## src/rtl/core/nmea_chk_pkg.sv

```systemverilog
`timescale 1ns / 1ps

package nmea_chk_pkg;

    localparam logic [7:0] CHAR_DOLLAR = 8'h24;
    localparam logic [7:0] CHAR_STAR   = 8'h2A;
    localparam logic [7:0] CHAR_COMMA  = 8'h2C;
    localparam logic [7:0] CHAR_CR     = 8'h0D;
    localparam logic [7:0] CHAR_LF     = 8'h0A;

    localparam int HDR_LEN   = 5;
    localparam int COMMA_POS = 6;
    localparam int MIN_LEN   = 10;

    localparam logic [2:0] TALKER_GPS      = 3'd0;
    localparam logic [2:0] TALKER_GLONASS  = 3'd1;
    localparam logic [2:0] TALKER_GALILEO  = 3'd2;
    localparam logic [2:0] TALKER_BEIDOU   = 3'd3;
    localparam logic [2:0] TALKER_COMBINED = 3'd4;
    localparam logic [2:0] TALKER_INVALID  = 3'd5;

    localparam logic [2:0] KIND_GGA   = 3'd0;
    localparam logic [2:0] KIND_GLL   = 3'd1;
    localparam logic [2:0] KIND_GSA   = 3'd2;
    localparam logic [2:0] KIND_RMC   = 3'd3;
    localparam logic [2:0] KIND_VTG   = 3'd4;
    localparam logic [2:0] KIND_OTHER = 3'd5;

    typedef logic [HDR_LEN-1:0][7:0] header_t;

    typedef struct packed {
        logic [7:0] xor_acc;
        header_t    hdr;
        logic       header_good;
        logic       star_seen;
        logic [1:0] after_star_cnt;
        logic       pair_good;
        logic       hex_active;
        logic [7:0] recv_val;
    } line_state_t;

    localparam line_state_t LINE_CLEAR = '{
        xor_acc:        8'h00,
        hdr:            '0,
        header_good:    1'b1,
        star_seen:      1'b0,
        after_star_cnt: 2'd0,
        pair_good:      1'b1,
        hex_active:     1'b0,
        recv_val:       8'h00
    };

    typedef struct packed {
        logic       format_ok;
        logic       checksum_ok;
        logic [2:0] talker;
        logic [2:0] sentence_kind;
        logic [7:0] computed_sum;
        logic [7:0] received_sum;
        logic [7:0] line_length;
    } report_t;

    // Top bit set means the byte is not a hex digit.
    function automatic logic [4:0] hex_value(input logic [7:0] b);
        logic [4:0] v;
        v = 5'h10;
        if (b inside {[8'h30:8'h39]}) v = {1'b0, 4'(b - 8'h30)};
        else if (b inside {[8'h41:8'h46]}) v = {1'b0, 4'(b - 8'h37)};
        else if (b inside {[8'h61:8'h66]}) v = {1'b0, 4'(b - 8'h57)};
        return v;
    endfunction

    function automatic logic [2:0] decode_talker(input header_t h);
        logic [2:0] t;
        t = TALKER_INVALID;
        if (h[0] == "G" && h[1] == "P") t = TALKER_GPS;
        else if (h[0] == "G" && h[1] == "L") t = TALKER_GLONASS;
        else if (h[0] == "G" && h[1] == "A") t = TALKER_GALILEO;
        else if ((h[0] == "G" && h[1] == "B") || (h[0] == "B" && h[1] == "D"))
            t = TALKER_BEIDOU;
        else if (h[0] == "G" && h[1] == "N") t = TALKER_COMBINED;
        return t;
    endfunction

    function automatic logic type_is(input header_t h, input logic [23:0] s);
        return h[2] == s[23:16] && h[3] == s[15:8] && h[4] == s[7:0];
    endfunction

    function automatic logic [2:0] decode_kind(input header_t h);
        logic [2:0] k;
        k = KIND_OTHER;
        if (type_is(h, "GGA")) k = KIND_GGA;
        else if (type_is(h, "GLL")) k = KIND_GLL;
        else if (type_is(h, "GSA")) k = KIND_GSA;
        else if (type_is(h, "RMC")) k = KIND_RMC;
        else if (type_is(h, "VTG")) k = KIND_VTG;
        return k;
    endfunction

endpackage

```

## src/rtl/core/nmea_chk_byte_if.sv

```systemverilog
`timescale 1ns / 1ps

interface nmea_chk_byte_if;
    logic       valid;
    logic       ready;
    logic [7:0] byte_in;

    modport source (output valid, output byte_in, input ready);
    modport sink (input valid, input byte_in, output ready);
endinterface

```

## src/rtl/core/nmea_chk_report_if.sv

```systemverilog
`timescale 1ns / 1ps

interface nmea_chk_report_if;
    logic       valid;
    logic       ready;
    logic       format_ok;
    logic       checksum_ok;
    logic [2:0] talker;
    logic [2:0] sentence_kind;
    logic [7:0] computed_sum;
    logic [7:0] received_sum;
    logic [7:0] line_length;

    modport source (output valid, output format_ok, output checksum_ok, output talker,
                    output sentence_kind, output computed_sum, output received_sum,
                    output line_length, input ready);
    modport sink (input valid, input format_ok, input checksum_ok, input talker,
                  input sentence_kind, input computed_sum, input received_sum,
                  input line_length, output ready);
endinterface

```

## src/rtl/core/nmea_chk_line.sv

```systemverilog
`timescale 1ns / 1ps

module nmea_chk_line #(
    parameter int POS_LIMIT = 255
) (
    input  logic                 clk,
    input  logic                 rst_n,
    input  logic                 step,
    input  logic [7:0]           byte_in,
    output logic                 report_valid,
    output nmea_chk_pkg::report_t report
);
    import nmea_chk_pkg::*;

    localparam int PW = $clog2(POS_LIMIT + 1);

    line_state_t   state_reg, state_next;
    logic [PW-1:0] pos_reg, pos_next;
    logic          cr_reg, cr_next;

    line_state_t   s1;
    logic [PW-1:0] p1;
    logic          fmt;

    function automatic logic [PW-1:0] pos_inc(input logic [PW-1:0] p);
        return (p < PW'(POS_LIMIT)) ? p + PW'(1) : p;
    endfunction

    function automatic line_state_t absorb(input line_state_t s, input logic [PW-1:0] p,
                                           input logic [7:0] b);
        line_state_t r;
        logic [4:0]  hv;
        r  = s;
        hv = hex_value(b);
        if (p == '0)
        begin
            if (b != CHAR_DOLLAR) r.header_good = 1'b0;
        end
        else if (p <= PW'(HDR_LEN))
        begin
            r.hdr[p[2:0] - 3'd1] = b;
            if (!(b inside {[8'h30:8'h39], [8'h41:8'h5A]})) r.header_good = 1'b0;
        end
        else if (p == PW'(COMMA_POS))
        begin
            if (b != CHAR_COMMA) r.header_good = 1'b0;
        end

        if (s.star_seen)
        begin
            if (s.after_star_cnt < 2'd2)
            begin
                r.after_star_cnt = s.after_star_cnt + 2'd1;
                if (hv[4]) r.pair_good = 1'b0;
            end
            if (s.hex_active)
            begin
                if (!hv[4]) r.recv_val = {s.recv_val[3:0], hv[3:0]};
                else r.hex_active = 1'b0;
            end
        end
        else if (b == CHAR_STAR)
        begin
            r.star_seen  = 1'b1;
            r.hex_active = 1'b1;
            r.recv_val   = 8'h00;
        end
        else if (p != '0)
        begin
            r.xor_acc = s.xor_acc ^ b;
        end
        return r;
    endfunction

    // Report fields always come from the state as it stands before this byte.
    always_comb
    begin
        fmt = state_reg.header_good && (pos_reg >= PW'(MIN_LEN)) && state_reg.star_seen
              && (state_reg.after_star_cnt == 2'd2) && state_reg.pair_good;
        report.format_ok     = fmt;
        report.checksum_ok   = fmt && (state_reg.xor_acc == state_reg.recv_val);
        report.talker        = decode_talker(state_reg.hdr);
        report.sentence_kind = decode_kind(state_reg.hdr);
        report.computed_sum  = state_reg.xor_acc;
        report.received_sum  = state_reg.recv_val;
        report.line_length   = (32'(pos_reg) > 32'd255) ? 8'hFF : 8'(pos_reg);
    end

    assign report_valid = step && cr_reg && (byte_in == CHAR_LF);

    // A held CR that is not followed by LF becomes content before the new byte.
    always_comb
    begin
        s1 = cr_reg ? absorb(state_reg, pos_reg, CHAR_CR) : state_reg;
        p1 = cr_reg ? pos_inc(pos_reg) : pos_reg;
        state_next = state_reg;
        pos_next   = pos_reg;
        cr_next    = cr_reg;
        if (step)
        begin
            if (cr_reg && byte_in == CHAR_LF)
            begin
                state_next = LINE_CLEAR;
                pos_next   = '0;
                cr_next    = 1'b0;
            end
            else if (byte_in == CHAR_CR)
            begin
                state_next = s1;
                pos_next   = p1;
                cr_next    = 1'b1;
            end
            else
            begin
                state_next = absorb(s1, p1, byte_in);
                pos_next   = pos_inc(p1);
                cr_next    = 1'b0;
            end
        end
    end

    always_ff @(posedge clk or negedge rst_n)
    begin
        if (!rst_n)
        begin
            state_reg <= LINE_CLEAR;
            pos_reg   <= '0;
            cr_reg    <= 1'b0;
        end
        else
        begin
            state_reg <= state_next;
            pos_reg   <= pos_next;
            cr_reg    <= cr_next;
        end
    end

`ifndef NO_ASSERTIONS
    a_cr_held: assert property (@(posedge clk) disable iff (!rst_n)
        step && byte_in == CHAR_CR |=> cr_reg)
        else $error("CR not held after CR byte");
    a_clear_after_report: assert property (@(posedge clk) disable iff (!rst_n)
        report_valid |=> pos_reg == '0 && !state_reg.star_seen)
        else $error("line state not cleared after report");
    a_pos_limit: assert property (@(posedge clk) disable iff (!rst_n)
        pos_reg <= PW'(POS_LIMIT))
        else $error("position beyond limit");
`endif

endmodule

```

## src/rtl/core/nmea_sentence_checker_top.sv

```systemverilog
`timescale 1ns / 1ps
// A report is loaded into the output register when its LF advances from the input register into the line tracker.
// Throughput: one byte per cycle while the output is not stalled; the input register feeds the line tracker.
// A stalled output holds one report and freezes the line tracker, so one more byte
// waits in the input register and the input then stalls.
// Reset (asynchronous, active low) clears the line state, the held CR and both
// valid flags; no clearing pass is needed.
module nmea_sentence_checker_top #(
    parameter int POS_LIMIT = 255
) (
    input  logic              clk,
    input  logic              rst_n,
    nmea_chk_byte_if.sink     bytes,
    nmea_chk_report_if.source reports
);
    import nmea_chk_pkg::*;

    logic       in_valid_reg, in_valid_next;
    logic [7:0] in_byte_reg;
    logic       out_valid_reg, out_valid_next;
    report_t    out_reg;

    logic       advance;
    logic       rep_valid;
    report_t    rep;

    assign advance     = in_valid_reg && (!out_valid_reg || reports.ready);
    assign bytes.ready = !in_valid_reg || advance;

    nmea_chk_line #(.POS_LIMIT(POS_LIMIT)) u_line (
        .clk          (clk),
        .rst_n        (rst_n),
        .step         (advance),
        .byte_in      (in_byte_reg),
        .report_valid (rep_valid),
        .report       (rep)
    );

    always_comb
    begin
        in_valid_next = in_valid_reg;
        if (bytes.ready) in_valid_next = bytes.valid;
        out_valid_next = out_valid_reg;
        if (advance && rep_valid) out_valid_next = 1'b1;
        else if (reports.ready) out_valid_next = 1'b0;
    end

    always_ff @(posedge clk or negedge rst_n)
    begin
        if (!rst_n)
        begin
            in_valid_reg  <= 1'b0;
            out_valid_reg <= 1'b0;
        end
        else
        begin
            in_valid_reg  <= in_valid_next;
            out_valid_reg <= out_valid_next;
        end
    end

    always_ff @(posedge clk)
    begin
        if (bytes.ready && bytes.valid) in_byte_reg <= bytes.byte_in;
        if (advance && rep_valid) out_reg <= rep;
    end

    assign reports.valid         = out_valid_reg;
    assign reports.format_ok     = out_reg.format_ok;
    assign reports.checksum_ok   = out_reg.checksum_ok;
    assign reports.talker        = out_reg.talker;
    assign reports.sentence_kind = out_reg.sentence_kind;
    assign reports.computed_sum  = out_reg.computed_sum;
    assign reports.received_sum  = out_reg.received_sum;
    assign reports.line_length   = out_reg.line_length;

`ifndef NO_ASSERTIONS
    a_sum_needs_format: assert property (@(posedge clk) disable iff (!rst_n)
        reports.valid |-> (!reports.checksum_ok || reports.format_ok))
        else $error("checksum flag set without format pass");
    a_short_line_fails: assert property (@(posedge clk) disable iff (!rst_n)
        reports.valid && reports.line_length < 8'd10 |-> !reports.format_ok)
        else $error("short line passed format check");
    a_no_overwrite: assert property (@(posedge clk) disable iff (!rst_n)
        out_valid_reg && !reports.ready |-> !advance)
        else $error("line tracker advanced into a held report");
`endif

endmodule

```

## src/flat_wrapper.sv

```systemverilog
// flat-port wrapper written by rule: the top's interface ports become plain ports
module nmea_sentence_checker_top_flat import nmea_chk_pkg::*;
#(
    parameter int POS_LIMIT = 255
)
  (clk, rst_n, bytes_valid, bytes_byte_in, bytes_ready, reports_valid, reports_format_ok, reports_checksum_ok, reports_talker, reports_sentence_kind, reports_computed_sum, reports_received_sum, reports_line_length, reports_ready);
  nmea_chk_byte_if bytes_i ();
  nmea_chk_report_if reports_i ();
  input  logic clk;
  input  logic rst_n;
  input wire logic [$bits(bytes_i.valid)-1:0] bytes_valid;
  input wire logic [$bits(bytes_i.byte_in)-1:0] bytes_byte_in;
  output wire logic [$bits(bytes_i.ready)-1:0] bytes_ready;
  output wire logic [$bits(reports_i.valid)-1:0] reports_valid;
  output wire logic [$bits(reports_i.format_ok)-1:0] reports_format_ok;
  output wire logic [$bits(reports_i.checksum_ok)-1:0] reports_checksum_ok;
  output wire logic [$bits(reports_i.talker)-1:0] reports_talker;
  output wire logic [$bits(reports_i.sentence_kind)-1:0] reports_sentence_kind;
  output wire logic [$bits(reports_i.computed_sum)-1:0] reports_computed_sum;
  output wire logic [$bits(reports_i.received_sum)-1:0] reports_received_sum;
  output wire logic [$bits(reports_i.line_length)-1:0] reports_line_length;
  input wire logic [$bits(reports_i.ready)-1:0] reports_ready;
  assign bytes_i.valid = bytes_valid;
  assign bytes_i.byte_in = bytes_byte_in;
  assign bytes_ready = bytes_i.ready;
  assign reports_valid = reports_i.valid;
  assign reports_format_ok = reports_i.format_ok;
  assign reports_checksum_ok = reports_i.checksum_ok;
  assign reports_talker = reports_i.talker;
  assign reports_sentence_kind = reports_i.sentence_kind;
  assign reports_computed_sum = reports_i.computed_sum;
  assign reports_received_sum = reports_i.received_sum;
  assign reports_line_length = reports_i.line_length;
  assign reports_i.ready = reports_ready;
  nmea_sentence_checker_top #(.POS_LIMIT(POS_LIMIT)) u_core (.clk(clk), .rst_n(rst_n), .bytes(bytes_i), .reports(reports_i));
endmodule
```

## config.mk

```make
export PLATFORM = sky130hd
export DESIGN_NAME = nmea_sentence_checker_top_flat
export DESIGN_NICKNAME = d
export VERILOG_FILES = /design/src/rtl/core/nmea_chk_pkg.sv /design/src/rtl/core/nmea_chk_byte_if.sv /design/src/rtl/core/nmea_chk_report_if.sv /design/src/rtl/core/nmea_chk_line.sv /design/src/rtl/core/nmea_sentence_checker_top.sv /design/src/flat_wrapper.sv
export SDC_FILE = /design/constraint.sdc
export NUM_CORES = 1
export LEC_CHECK = 0
export BUFFER_PORTS_ARGS = -buffer_cell sky130_fd_sc_hd__buf_2
export CORE_ASPECT_RATIO = 0.9
export CORE_MARGIN = 3
export CORE_UTILIZATION = 45
export DETAILED_ROUTE_END_ITERATION = 12
export SLEW_MARGIN = 20
export SYNTH_ARGS = -nofsm -noshare
export SYNTH_HDL_FRONTEND = slang
export SYNTH_SLANG_ARGS = --single-unit
```

## constraint.sdc

```tcl
create_clock -name clk -period 8.45 [get_ports clk]
set_input_delay 2.535 -clock clk [delete_from_list [all_inputs] [get_ports clk]]
set_output_delay 2.535 -clock clk [all_outputs]
set_load 0.01 [all_outputs]
```

==> summary.txt <==
Finish
  – Final nets: 648
  – Final cell count without fillers: between 700 and 800
  – N_diodes: 0
  – Area Growth Syn to Fin: 13.9%
  – Share of cells above drive strength 1: 0.174
  – Filler instances: 1150
  – Max reg flops: 46

Flow run
  – Max-cap violations: 0

Yosys
  – Post-Syn Area: 0.00611 mm²
  – Synth Register Bits: between 100 and 150
  – Post-synthesis sequential area ratio: 0.496
  – Asr flop ratio synth: 0.646
  – Distinct cell type count after synthesis: 82
  – Syn avg cell area: 10.5 µm²
  – Area contributors post-synth: dfrtp_1, edfxtp_1, nand2_1
  – Syn Inst Count: 582
  – Dominant cell type by area after synthesis: dfrtp_1
  – Synthesized Nets: between 600 and 700
  – Post-synth EDFFs: 40
  – Area share of the leading cell type in the synthesized netlist: 0.291
  – Leading register cell type out of synthesis: dfrtp_1
  – YS warnings: 0

Critical path
  – Reg-to-reg endpoint: u_core.u_line.state_reg[36]
  – CP delay by family, top: buffers and inverters
  – Critical path endpoint category: output pin
  – Critical path required time: 5.92 ns
  – R2r setup slk: 4.26 ns
  – Reg2reg path depth: 12
  – Crit start category: input port
  – Worst-path fanout max: 3
  – CP peak stage delay: 0.18 ns
  – CP bufs+invs: 2
  – Top cell by count, worst path: buf_2
  – Worst path slowest cell: nand3b_1
  – Critical Path AT: 2.98 ns
  – Reg2reg start: u_core.u_line.cr_reg
  – CP Class: input port to output pin
  – Cell Chain, Critical Path: buf_2 > nand3b_1 > buf_2

Detailed routing
  – Vias/cell: 6.08
  – Drt drc: 0
  – DR WL/cell: around 19 µm
  – Total Wirelength: 15.2 mm
  – Detailed Route Iter0 Violations: between 300 and 400
  – DR pass1 iterations: 4
  – Detail Route Antenna Nets: 0
  – Total number of vias: 4836

Global route
  – Grt total ovfl: 0
  – Antenna violations before repair: 0
  – Vias in the first global route: 4671
  – Overall Global Routing Usage: 0.215
  – Largest net degree at the start of global routing: 74
  – First-pass GRT wire length: 24.8 mm

Floorplanning
  – Ports: between 40 and 50
  – Core ar.: 0.0130 mm²
  – Die Wd: 129 µm
  – Die footprint: 0.0150 mm²
  – Initial core utilization: 0.471
  – Die Span Y: 117 µm
  – # rows: 39

Placed design
  – Port Buf Inserts: 45
  – Placer Congestion: 0.868
  – Placed cell count: 764
  – Dpl hpwl: 10.6 mm

Timing
  – Final hold vios: 0
  – RSZ-0062 raised after global routing: false
  – Slew margin rel.: 0.344
  – WHS: 0.480 ns
  – Final setup violation count: 0
  – Worst Skew: ~0.0077 ns
  – Period utilisation layout: 0.653
  – Final Max Slew Viols: 0
  – TNS Setup: 0 ns
  – Worst-Margin Slew: 0.984 ns
  – Fmax: roughly 180 MHz
  – Final min period: 5.52 ns

Clocking
  – # Post-CTS Setup Buffers: 0
  – CTS Hold Bufs: 0
  – Clock buffer depth: 2
  – Clock latency at the later pin of the worst-skew pair: 0.41 ns
  – Cts repair resizes: 0
  – Clock sink total: 113
  – CTS tree: done
  – Reg clk slew, reported paths: 0.05 ns
  – # H-tree levels: 4
  – Root Buffer: clkbuf_16
  – Number of CTS-inserted buffers: 17

Pwr
  – Max VDD drop: roughly 0.16 mV
  – Leak pwr: 2.85 nW
  – Pwr per Cell Area: 298 mW/mm²

Worst hold path
  – HP Start: u_core.u_line.state_reg[9]
  – Hold Crit Class: flip-flop to flip-flop
  – Hold Crit Depth: 2
  – Hold Crit Endpoint: u_core.u_line.state_reg[9]

Run status
  – Run status: complete, no violations
[tightest hold or removal path: stages, from the launching register on]
cell	delay, ns
dfstp_2	0.37
o21ai_0	0.06
nand2_1	0.05
[logic make-up after synthesis]
kind of cell / Yosys count / share of synthesized area
simple gates: 216 / 0.192
compound gates: 147 / 0.182
flops: 113 / 0.496
buf+inv: 53 / 0.0387
xor+xnor: 19 / 0.0272
mux: 17 / 0.0293
fa+ha+maj: 17 / 0.0348
[synth_stat cells, types with 7 or more instances]
library cell,instances
a21oi_1,30
a22o_1,19
a32o_1,7
buf_2,9
clkbuf_1,18
dfrtp_1,71
edfxtp_1,40
ha_1,17
inv_1,20
mux2_2,7
mux2i_1,10
nand2_1,63
nand2b_1,13
nand3_1,19
nand4_1,7
nor2_1,33
nor3_1,11
nor4_1,14
o21ai_0,23
o31ai_1,9
xnor2_1,8
xor2_1,11
[area by class of cell]
| type | instances | area [µm²] | share of cell area |
|---|---|---|---|
| Tap cell | 164 | 205 | 0.0295 |
| Clock buffer | 26 | 509 | 0.0731 |
| Sequential cell | 113 | 3030 | 0.435 |
| Inverter | 21 | 78.8 | 0.0113 |
| Multi-Input combinational cell | 416 | 2850 | 0.409 |
| Timing Repair Buffer | 50 | 263 | 0.0377 |
| Clock inverter | 6 | 32.5 | 0.00467 |
[per-layer routing]
metal / track usage / vias up / wire, µm
met3: 0.0626 / 21 / 902
li1: - / 2254 / -
met1: 0.309 / 2413 / 7310
met4: 0.0756 / 0 / 265
met5: 0 / - / 0
met2: 0.310 / 148 / 6750
[worst max-delay path by stage]
stage | end | startpoint | cells after the start
finish | bytes_ready | reports_ready | 3
detailed placement | bytes_ready | reports_ready | 3
CTS | bytes_ready | reports_ready | 3
global route | bytes_ready | reports_ready | 3
global placement | bytes_ready | reports_ready | 3
floorplan | bytes_ready | reports_ready | 1
[metrics by stage]
| stage | total power [mW] | utilization | worst slack, ns | area (µm²) |
|---|---|---|---|---|
| floorplan | 1.28 | - | 3.17 | 6110 |
| finish | 2.07 | 0.537 | 2.93 | 6960 |
| CTS | 2.08 | 0.537 | 2.94 | 6960 |
| detailed placement | 1.43 | 0.495 | 2.94 | 6420 |
| global placement | 1.41 | 0.495 | 2.96 | 6420 |
| global route | 2.21 | 0.537 | 2.91 | 6960 |
[placed cells by master (no fill, tap or decap), types with 6 or more instances in the layout]
cell type / instances
nor2b_1: 6
inv_1: 20
nor4_1: 14
nand3_1: 19
nor3_1: 11
xor2_1: 11
xnor2_1: 8
buf_2: 45
a21oi_1: 30
dfrtp_1: 71
o31ai_1: 9
nor3b_1: 6
o21ai_0: 23
clkbuf_16: 17
nand4_1: 7
mux2i_1: 10
a22o_1: 19
mux2_2: 7
ha_1: 17
nand2_1: 63
nand2b_1: 13
and2_1: 6
nor2_1: 33
edfxtp_1: 40
a32o_1: 7
[where the power goes]
group,internal (mW),leakage (nW),switching (mW),total [mW]
combinational,0.248,1.29,0.300,0.549
clock,0.410,0.270,0.235,0.645
sequential,0.719,1.29,0.162,0.881
total,1.38,2.85,0.697,2.07
(Power assumes the default switching activity.)
